===== src/bvdm_pkg.sv =====
package bvdm_pkg;

   localparam int unsigned LEVEL_W  = 15;
   localparam int unsigned GAIN_W   = 16;
   localparam int unsigned TIME_W   = 32;
   localparam int unsigned CSR_IX_W = 3;
   localparam int unsigned CSR_D_W  = 32;

   localparam int unsigned ROUND_BIAS = 32768;

   localparam logic [LEVEL_W-1:0] LOW_THRESHOLD_RST   = LEVEL_W'(3300);
   localparam logic [GAIN_W-1:0]  FILTER_GAIN_RST     = GAIN_W'(6554);
   localparam logic [TIME_W-1:0]  ALARM_REPEAT_RST    = TIME_W'(10000);
   localparam logic [TIME_W-1:0]  LOW_ASSERT_RST      = TIME_W'(5000);
   localparam logic [LEVEL_W-1:0] CLEAR_MARGIN_RST    = LEVEL_W'(200);
   localparam logic [TIME_W-1:0]  CLEAR_HOLD_RST      = TIME_W'(5000);

   typedef enum logic [CSR_IX_W-1:0] {
      CSR_LOW_THRESHOLD = 3'd0,
      CSR_FILTER_GAIN   = 3'd1,
      CSR_ALARM_REPEAT  = 3'd2,
      CSR_LOW_ASSERT    = 3'd3,
      CSR_CLEAR_MARGIN  = 3'd4,
      CSR_CLEAR_HOLD    = 3'd5
   } csr_index_type;

   typedef struct packed {
      logic [LEVEL_W-1:0] low_limit_mv;
      logic [GAIN_W-1:0]  filter_gain;
      logic [TIME_W-1:0]  alarm_repeat_ms;
      logic [TIME_W-1:0]  low_assert_ms;
      logic [LEVEL_W-1:0] clear_margin_mv;
      logic [TIME_W-1:0]  clear_hold_ms;
   } cfg_type;

   typedef struct packed {
      logic              level_valid;
      logic [TIME_W-1:0] time_ms;
      logic [TIME_W-1:0] elapsed;
   } item_type;

endpackage


===== src/bvdm_filter.sv =====
module bvdm_filter #(
   parameter int unsigned FRAC_BITS = 16,
   parameter int unsigned MAX_MV    = 20000
) (
   input  logic                                      clock,
   input  logic                                      reset,
   input  logic                                      load,
   input  logic [bvdm_pkg::GAIN_W-1:0]               filter_gain,
   input  logic [15:0]                               raw_mv,
   input  logic                                      ref_ok,
   input  logic [bvdm_pkg::TIME_W-1:0]               time_ms,
   output logic [$clog2(MAX_MV+1)+FRAC_BITS-1:0]     level_fix,
   output bvdm_pkg::item_type                        item
);

   localparam int unsigned LVL_W  = $clog2(MAX_MV + 1);
   localparam int unsigned F_W    = LVL_W + FRAC_BITS;
   localparam int unsigned PROD_W = F_W + bvdm_pkg::GAIN_W + 2;

   logic [F_W-1:0]                   f_ff, f_in;
   logic                             seeded_ff, seeded_in;
   logic [bvdm_pkg::TIME_W-1:0]      prev_time_ff;
   logic                             prev_valid_ff;
   bvdm_pkg::item_type               item_ff, item_in;

   logic                             sample_ok;
   logic [F_W-1:0]                   target;
   logic signed [F_W:0]              diff_s;
   logic signed [PROD_W-1:0]         prod_s;
   logic signed [PROD_W-1:0]         bias_s;
   logic signed [PROD_W-1:0]         shift_s;
   logic signed [F_W:0]              delta_s;
   logic signed [F_W:0]              sum_s;

   assign sample_ok = ref_ok && (raw_mv != 16'd0) && (raw_mv <= 16'(MAX_MV));
   assign target    = {raw_mv[LVL_W-1:0], {FRAC_BITS{1'b0}}};
   assign diff_s    = $signed({1'b0, target}) - $signed({1'b0, f_ff});
   assign prod_s    = $signed({1'b0, filter_gain}) * diff_s;
   assign bias_s    = $signed(PROD_W'(bvdm_pkg::ROUND_BIAS));
   assign shift_s   = (prod_s + bias_s) >>> bvdm_pkg::GAIN_W;
   assign delta_s   = shift_s[F_W:0];
   assign sum_s     = $signed({1'b0, f_ff}) + delta_s;

   always_comb begin
      f_in      = f_ff;
      seeded_in = seeded_ff;
      if (sample_ok) begin
         if (!seeded_ff) begin
            f_in      = target;
            seeded_in = 1'b1;
         end else begin
            f_in = sum_s[F_W-1:0];
         end
      end
      item_in.level_valid = sample_ok;
      item_in.time_ms     = time_ms;
      item_in.elapsed     = (sample_ok && prev_valid_ff) ? (time_ms - prev_time_ff) : '0;
   end

   always_ff @(posedge clock) begin
      if (reset) begin
         f_ff          <= '0;
         seeded_ff     <= 1'b0;
         prev_time_ff  <= '0;
         prev_valid_ff <= 1'b0;
      end else if (load) begin
         f_ff          <= f_in;
         seeded_ff     <= seeded_in;
         prev_time_ff  <= time_ms;
         prev_valid_ff <= sample_ok;
      end
   end

   always_ff @(posedge clock) begin
      if (load) begin
         item_ff <= item_in;
      end
   end

   assign level_fix = f_ff;
   assign item      = item_ff;

endmodule


===== src/bvdm_debounce.sv =====
module bvdm_debounce #(
   parameter int unsigned FRAC_BITS = 16,
   parameter int unsigned MAX_MV    = 20000
) (
   input  logic                                  clock,
   input  logic                                  reset,
   input  logic                                  load,
   input  logic                                  tracker_clear,
   input  bvdm_pkg::cfg_type                     cfg,
   input  bvdm_pkg::item_type                    item,
   input  logic [$clog2(MAX_MV+1)+FRAC_BITS-1:0] level_fix,
   output logic                                  level_valid,
   output logic [bvdm_pkg::LEVEL_W-1:0]          level_mv,
   output logic                                  is_low,
   output logic                                  alarm_request
);

   localparam int unsigned LVL_W = $clog2(MAX_MV + 1);
   localparam int unsigned F_W   = LVL_W + FRAC_BITS;
   localparam int unsigned CMP_W = 17;
   localparam int unsigned TW    = bvdm_pkg::TIME_W;

   logic                         low_ff, low_in;
   logic                         fired_ff, fired_in;
   logic [TW-1:0]                last_ff, last_in;
   logic                         lt_ff, lt_in;
   logic [TW-1:0]                le_ff, le_in;
   logic                         ct_ff, ct_in;
   logic [TW-1:0]                ce_ff, ce_in;
   logic                         alarm_c;

   logic                         valid_ff;
   logic [bvdm_pkg::LEVEL_W-1:0] level_ff;
   logic                         is_low_ff;
   logic                         alarm_ff;

   logic [F_W:0]                 rounded;
   logic [LVL_W:0]               whole;
   logic [LVL_W-1:0]             level;
   logic [CMP_W-1:0]             level_x;
   logic [CMP_W-1:0]             thr_x;
   logic [CMP_W-1:0]             clear_sum;
   logic [CMP_W-1:0]             clear_lvl;
   logic [TW:0]                  low_sum;
   logic [TW:0]                  clear_sum_t;
   logic [TW-1:0]                low_sat;
   logic [TW-1:0]                clear_sat;
   logic [TW-1:0]                since_alarm;

   assign rounded = (F_W+1)'(level_fix) + ((F_W+1)'(1) << (FRAC_BITS - 1));
   assign whole   = rounded[F_W:FRAC_BITS];
   assign level   = (whole > (LVL_W+1)'(MAX_MV)) ? LVL_W'(MAX_MV) : whole[LVL_W-1:0];
   assign level_x = CMP_W'(level);
   assign thr_x   = CMP_W'(cfg.low_limit_mv);

   assign clear_sum = CMP_W'(cfg.low_limit_mv) + CMP_W'(cfg.clear_margin_mv);
   assign clear_lvl = (clear_sum > CMP_W'(MAX_MV)) ? CMP_W'(MAX_MV) : clear_sum;

   assign low_sum     = {1'b0, le_ff} + {1'b0, item.elapsed};
   assign clear_sum_t = {1'b0, ce_ff} + {1'b0, item.elapsed};
   assign low_sat     = low_sum[TW] ? '1 : low_sum[TW-1:0];
   assign clear_sat   = clear_sum_t[TW] ? '1 : clear_sum_t[TW-1:0];
   assign since_alarm = item.time_ms - last_ff;

   always_comb begin
      alarm_c  = 1'b0;
      low_in   = low_ff;
      fired_in = fired_ff;
      last_in  = last_ff;
      lt_in    = lt_ff;
      le_in    = le_ff;
      ct_in    = ct_ff;
      ce_in    = ce_ff;
      if (low_ff && fired_ff && (since_alarm >= cfg.alarm_repeat_ms)) begin
         alarm_c = 1'b1;
         last_in = item.time_ms;
      end
      if (item.level_valid) begin
         if (!low_ff) begin
            ct_in = 1'b0;
            ce_in = '0;
            if (level_x >= thr_x) begin
               lt_in = 1'b0;
               le_in = '0;
            end else begin
               lt_in = 1'b1;
               le_in = lt_ff ? low_sat : '0;
               if (le_in >= cfg.low_assert_ms) begin
                  low_in   = 1'b1;
                  lt_in    = 1'b0;
                  le_in    = '0;
                  fired_in = 1'b1;
                  last_in  = item.time_ms;
                  alarm_c  = 1'b1;
               end
            end
         end else begin
            lt_in = 1'b0;
            le_in = '0;
            if (level_x < clear_lvl) begin
               ct_in = 1'b0;
               ce_in = '0;
            end else begin
               ct_in = 1'b1;
               ce_in = ct_ff ? clear_sat : '0;
               if (ce_in >= cfg.clear_hold_ms) begin
                  low_in   = 1'b0;
                  ct_in    = 1'b0;
                  ce_in    = '0;
                  fired_in = 1'b0;
               end
            end
         end
      end
   end

   always_ff @(posedge clock) begin
      if (reset) begin
         low_ff   <= 1'b0;
         fired_ff <= 1'b0;
         last_ff  <= '0;
         lt_ff    <= 1'b0;
         le_ff    <= '0;
         ct_ff    <= 1'b0;
         ce_ff    <= '0;
      end else if (tracker_clear) begin
         lt_ff <= 1'b0;
         le_ff <= '0;
         ct_ff <= 1'b0;
         ce_ff <= '0;
      end else if (load) begin
         low_ff   <= low_in;
         fired_ff <= fired_in;
         last_ff  <= last_in;
         lt_ff    <= lt_in;
         le_ff    <= le_in;
         ct_ff    <= ct_in;
         ce_ff    <= ce_in;
      end
   end

   always_ff @(posedge clock) begin
      if (load) begin
         valid_ff  <= item.level_valid;
         level_ff  <= item.level_valid ? bvdm_pkg::LEVEL_W'(level) : '0;
         is_low_ff <= low_in;
         alarm_ff  <= alarm_c;
      end
   end

   assign level_valid   = valid_ff;
   assign level_mv      = level_ff;
   assign is_low        = is_low_ff;
   assign alarm_request = alarm_ff;

`ifndef ASSERT_OFF
   a_trackers_exclusive : assert property (@(posedge clock) disable iff (reset)
      !(lt_ff && ct_ff))
      else $error("low and clear trackers active together");

   a_fired_follows_low : assert property (@(posedge clock) disable iff (reset)
      fired_ff == low_ff)
      else $error("alarm fired flag out of step with low state");

   a_threshold_clears : assert property (@(posedge clock) disable iff (reset)
      tracker_clear |=> (!lt_ff && !ct_ff && le_ff == '0 && ce_ff == '0))
      else $error("threshold write left a tracker running");

   a_low_only_on_beat : assert property (@(posedge clock) disable iff (reset)
      !load |=> $stable(low_ff))
      else $error("low state moved without a beat");
`endif

endmodule


===== src/battery_voltage_debounce_monitor.sv =====
// Channel  Direction  Handshake              Payload
// req      in         req_valid/req_ready    raw_mv, ref_ok, time_ms
// rsp      out        rsp_valid/rsp_ready    level_valid, level_mv, is_low, alarm_request
// csr      in         csr_valid/csr_ready    index, wdata (always ready)
//
// One beat is taken per cycle while rsp_ready is high; results pass three register stages.
// The filter update (one multiply and add) and the debounce step each take one register stage.
// Reset clears valid, filter and debounce state and loads register defaults; no clearing pass.
// When rsp_ready is low the three stages fill and then req_ready drops.
module battery_voltage_debounce_monitor #(
   parameter int unsigned FRAC_BITS = 16,
   parameter int unsigned MAX_MV    = 20000
) (
   input  logic                                clock,
   input  logic                                reset,
   input  logic                                req_valid,
   output logic                                req_ready,
   input  logic [15:0]                         req_raw_mv,
   input  logic                                req_ref_ok,
   input  logic [bvdm_pkg::TIME_W-1:0]         req_time_ms,
   output logic                                rsp_valid,
   input  logic                                rsp_ready,
   output logic                                rsp_level_valid,
   output logic [bvdm_pkg::LEVEL_W-1:0]        rsp_level_mv,
   output logic                                rsp_is_low,
   output logic                                rsp_alarm_request,
   input  logic                                csr_valid,
   output logic                                csr_ready,
   input  logic [bvdm_pkg::CSR_IX_W-1:0]       csr_index,
   input  logic [bvdm_pkg::CSR_D_W-1:0]        csr_wdata
);

   localparam int unsigned LVL_W = $clog2(MAX_MV + 1);
   localparam int unsigned F_W   = LVL_W + FRAC_BITS;

   bvdm_pkg::cfg_type              cfg_ff;
   logic                           s1_valid_ff, s1_valid_in;
   logic                           s2_valid_ff, s2_valid_in;
   logic                           out_valid_ff, out_valid_in;
   logic [15:0]                    raw_ff;
   logic                           ref_ff;
   logic [bvdm_pkg::TIME_W-1:0]    time_ff;

   logic                           out_free;
   logic                           s2_free;
   logic                           s2_move;
   logic                           s1_move;
   logic                           req_take;
   logic                           csr_take;
   logic                           thr_change;
   logic [F_W-1:0]                 level_fix;
   bvdm_pkg::item_type             item;

   assign csr_ready = 1'b1;
   assign csr_take  = csr_valid && csr_ready;
   assign thr_change = csr_take && (csr_index == bvdm_pkg::CSR_LOW_THRESHOLD)
                       && (csr_wdata[bvdm_pkg::LEVEL_W-1:0] != cfg_ff.low_limit_mv);

   always_ff @(posedge clock) begin
      if (reset) begin
         cfg_ff.low_limit_mv     <= bvdm_pkg::LOW_THRESHOLD_RST;
         cfg_ff.filter_gain      <= bvdm_pkg::FILTER_GAIN_RST;
         cfg_ff.alarm_repeat_ms  <= bvdm_pkg::ALARM_REPEAT_RST;
         cfg_ff.low_assert_ms    <= bvdm_pkg::LOW_ASSERT_RST;
         cfg_ff.clear_margin_mv  <= bvdm_pkg::CLEAR_MARGIN_RST;
         cfg_ff.clear_hold_ms    <= bvdm_pkg::CLEAR_HOLD_RST;
      end else if (csr_take) begin
         unique case (csr_index)
            bvdm_pkg::CSR_LOW_THRESHOLD:
               cfg_ff.low_limit_mv <= csr_wdata[bvdm_pkg::LEVEL_W-1:0];
            bvdm_pkg::CSR_FILTER_GAIN:
               cfg_ff.filter_gain <= csr_wdata[bvdm_pkg::GAIN_W-1:0];
            bvdm_pkg::CSR_ALARM_REPEAT:
               cfg_ff.alarm_repeat_ms <= csr_wdata[bvdm_pkg::TIME_W-1:0];
            bvdm_pkg::CSR_LOW_ASSERT:
               cfg_ff.low_assert_ms <= csr_wdata[bvdm_pkg::TIME_W-1:0];
            bvdm_pkg::CSR_CLEAR_MARGIN:
               cfg_ff.clear_margin_mv <= csr_wdata[bvdm_pkg::LEVEL_W-1:0];
            bvdm_pkg::CSR_CLEAR_HOLD:
               cfg_ff.clear_hold_ms <= csr_wdata[bvdm_pkg::TIME_W-1:0];
            default: begin
            end
         endcase
      end
   end

   assign out_free  = !out_valid_ff || rsp_ready;
   assign s2_move   = s2_valid_ff && out_free;
   assign s2_free   = !s2_valid_ff || out_free;
   assign s1_move   = s1_valid_ff && s2_free;
   assign req_ready = !s1_valid_ff || s2_free;
   assign req_take  = req_valid && req_ready;

   always_comb begin
      s1_valid_in  = req_take ? 1'b1 : (s1_move ? 1'b0 : s1_valid_ff);
      s2_valid_in  = s1_move ? 1'b1 : (s2_move ? 1'b0 : s2_valid_ff);
      out_valid_in = s2_move ? 1'b1 : (rsp_ready ? 1'b0 : out_valid_ff);
   end

   always_ff @(posedge clock) begin
      if (reset) begin
         s1_valid_ff  <= 1'b0;
         s2_valid_ff  <= 1'b0;
         out_valid_ff <= 1'b0;
      end else begin
         s1_valid_ff  <= s1_valid_in;
         s2_valid_ff  <= s2_valid_in;
         out_valid_ff <= out_valid_in;
      end
   end

   always_ff @(posedge clock) begin
      if (req_take) begin
         raw_ff  <= req_raw_mv;
         ref_ff  <= req_ref_ok;
         time_ff <= req_time_ms;
      end
   end

   bvdm_filter #(
      .FRAC_BITS (FRAC_BITS),
      .MAX_MV    (MAX_MV)
   ) u_filter (
      .clock       (clock),
      .reset       (reset),
      .load        (s1_move),
      .filter_gain (cfg_ff.filter_gain),
      .raw_mv      (raw_ff),
      .ref_ok      (ref_ff),
      .time_ms     (time_ff),
      .level_fix   (level_fix),
      .item        (item)
   );

   bvdm_debounce #(
      .FRAC_BITS (FRAC_BITS),
      .MAX_MV    (MAX_MV)
   ) u_debounce (
      .clock         (clock),
      .reset         (reset),
      .load          (s2_move),
      .tracker_clear (thr_change),
      .cfg           (cfg_ff),
      .item          (item),
      .level_fix     (level_fix),
      .level_valid   (rsp_level_valid),
      .level_mv      (rsp_level_mv),
      .is_low        (rsp_is_low),
      .alarm_request (rsp_alarm_request)
   );

   assign rsp_valid = out_valid_ff;

endmodule

===== config.mk =====
export PLATFORM = sky130hd
export DESIGN_NAME = battery_voltage_debounce_monitor
export DESIGN_NICKNAME = d
export VERILOG_FILES = /design/src/bvdm_pkg.sv /design/src/bvdm_filter.sv /design/src/bvdm_debounce.sv /design/src/battery_voltage_debounce_monitor.sv
export SDC_FILE = /design/constraint.sdc
export NUM_CORES = 2
export LEC_CHECK = 0
export BUFFER_PORTS_ARGS = -buffer_cell sky130_fd_sc_hd__clkbuf_2
export CAP_MARGIN = 15
export CORE_MARGIN = 5
export CORE_UTILIZATION = 55
export DETAILED_ROUTE_END_ITERATION = 8
export PLACE_DENSITY = 0.78
export SLEW_MARGIN = 20
export SYNTH_ARGS = -nofsm -noshare
export SYNTH_HDL_FRONTEND = slang
export SYNTH_SLANG_ARGS = --single-unit

===== constraint.sdc =====
create_clock -name clock -period 13.45 [get_ports clock]
set_input_delay 2.69 -clock clock [delete_from_list [all_inputs] [get_ports clock]]
set_output_delay 2.69 -clock clock [all_outputs]
set_load 0.05 [all_outputs]

==> impl_metrics.ini <==
[outcome]
outcome = complete, no violations

[synthesis]
synth_area_sq_um = 47100
yosysSeqAreaShare_pct = 21.6
ys_ff_latch = 442
syn_nets = 6578
synthArstFlopShare_pct = 0
synth_cell_types = 95
ys.flop_type = dfxtp_1
synth_edf_count = 132
ys_warn_count = 0
syn_inst = 5554
syn_area_per_cell_sq_um = 8.48

[critical_path]
startpoint = u_filter.level_fix[2]
cp.arrival_ns = 12.29
r2r_start = u_filter.level_fix[2]
worstPathMaxFanout = 16
cp_slowest_stage_delay_ns = 0.82
crit_required_ns = 13.91
cp-start-kind = flip-flop
end_kind = flip-flop
crit_top_cell = fa_1
critical_path_class = flip-flop to flip-flop
critPathSlowestCell = nor4_2

[cells_and_area]
drive_gt1_share_pct = 5.45
nNetsFinal = 6561
fin_util_pct = 59.1
final_cell_mix = 877 x inv_1, 764 x nand2_1, 482 x fa_1
seqCellArea_sq_um = 10200
multi_input_area_sq_um = 32900
fillers = 7327
final_common_cell = inv_1
syn_to_final_growth_pct = 6.89

[cts]
cts_buffers = 49
postCtsSetupRepairBufs = 0
clockRootBuffer = clkbuf_16
cts_hold_buf = 0
cts_tree = yes
cts_sinks = 442
clkSlewWorstSetupHoldPaths_ns = 0.06
cts_resized = 0
insertion_delay_ns = 0.60
h-tree-depth = 2
cts_buffer_depth = 3

[floorplanning]
start_util_pct = 55.3
core_sq_um = 85100
rows = 107
dieArea_sq_um = 91600
ios = 110
die_w_microns = 303
die_h_microns = 303

[detailed_routing]
vias = 38800
first_pass_iters = 6
first_iter_violations = 3615
ant_nets = 0
routedWlPerCell_microns = 19.2
drc = 0
wirelength_microns = 129000
drt-vias-per-instance = 5.77

[timing]
skew_ns = 0.0218
whs_ns = 0.454
setup_violations = 0
finalHoldViolations = 0
worst_pin_slew_ns = 1.08
fin_crit_sh_pct = 88.0
period_needed_ns = 11.83
fin_ws_ns = 1.62
tns_ns = 0
slew_headroom_pct = 27.5
maxSlewViolCount = 0
rsz0062_at_grt = no
fmax_ghz = 0.0845

[place]
numPortBuffers = 108
routabilityCongestion = 0.969
dpl_worst_slack_ns = 1.89
dp_hpwl_microns = 98800

[grt]
grt-ovfl-total = 0
grt_pass1_wl_microns = 205000
grt_pass1_vias = 38000
antenna_found_initial = 2
grt_use_total_pct = 28.1
grt_max_degree = 118

[worst_hold_path]
hp-class = flip-flop to flip-flop
hp-start = u_filter.prev_time_ff[28]

[flow_run]
drv_cap = 0
[registers in the layout, indices dropped and copies added (netlist names), 15 cells and up]
signal and cells:
cfg_ff 142, u_filter.item 65, time_ff 32, u_debounce.ce_ff 32
u_debounce.last_ff 32, u_debounce.le_ff 32, u_filter.prev_time_ff 32, u_filter.level_fix 31
raw_ff 16, u_debounce.level_mv 15
[metal layers]
metal | part of all wire (%) | GRT usage [%] | vias to the layer above | routed length, microns
met4 | 2.3 | 6.74 | 2 | 2980
met1 | 43 | 40.6 | 18700 | 55600
li1 | - | - | 18100 | -
met3 | 13 | 8.54 | 221 | 16200
met2 | 42 | 41.6 | 1733 | 54300
met5 | 0.010 | 0 | - | 13
[kinds of logic (layout without fill, tap and decap cells)]
family / after synthesis / in the layout / synth area share [%]
xor gates and xnor gates: 214 / 214 / 4.01
DFF: 442 / 442 / 21.6
muxes: 47 / 47 / 1.00
AOI/OAI and AO/OA: 994 / 994 / 13.8
buffers and inverters: 1122 / 1143 / 9.01
and+or+nand+nor: 1799 / 1799 / 18.1
other: 1 / 4 / 0.00796
adders and majority gates: 935 / 935 / 32.5
[worst max-delay path, delay by kind of cell, from the launching register on]
family / cells / cell delay [ns]
simple gates: 7 / 2.39
fa+ha+maj: 8 / 3.59
buf+inv: 5 / 0.29
compound gates: 11 / 3.67
xor+xnor: 3 / 1.32
flops: 1 / 0.39
[cell type report]
class / instances / share of cell area, %
clock inverter: 21 / 0.355
tap: 1144 / 2.84
sequential: 442 / 20.2
clock buffer: 68 / 2.68
timing repair buffer: 173 / 2.06
inverter: 881 / 6.57
multi-input combinational: 3990 / 65.3
antenna: 3 / 0.0149
[Yosys cell counts, types with 46 or more instances]
library cell,instances,area share [%]
nor2_1,315,2.5
nor2b_1,55,0.73
xnor2_1,146,2.7
nand4_1,46,0.61
and2_1,276,3.7
a21oi_1,358,3.8
nand2_1,764,6.1
o21ai_0,125,1.3
xor2_1,67,1.2
a21o_1,115,1.8
inv_1,878,7.0
clkbuf_1,223,1.8
nand3_1,71,0.75
fa_1,482,20
ha_1,453,12
edfxtp_1,132,8.4
nor3_1,80,0.85
dfxtp_1,310,13
o21a_1,50,0.80
[stage by stage]
step / instance area [sq um] / std cells
final: 50300 / 6722
after global routing: 50300 / 6720
after CTS: 50300 / 6719
after detailed placement: 48800 / 6630
after global placement: 48800 / 6630
after floorplan: 47100 / 5554
[final timing paths]
kind	slack [ns]	cells after the start	endpoint
worst max-delay path	1.62	34	u_filter.level_fix[30]
worst min-delay path	0.45	2	u_filter.prev_time_ff[28]
worst max register to register	1.62	34	u_filter.level_fix[30]
worst min register to register	0.45	2	u_filter.prev_time_ff[28]
Power is not shown: default switching activity piles up to over one toggle a cycle in this logic, so the estimate is an artifact.
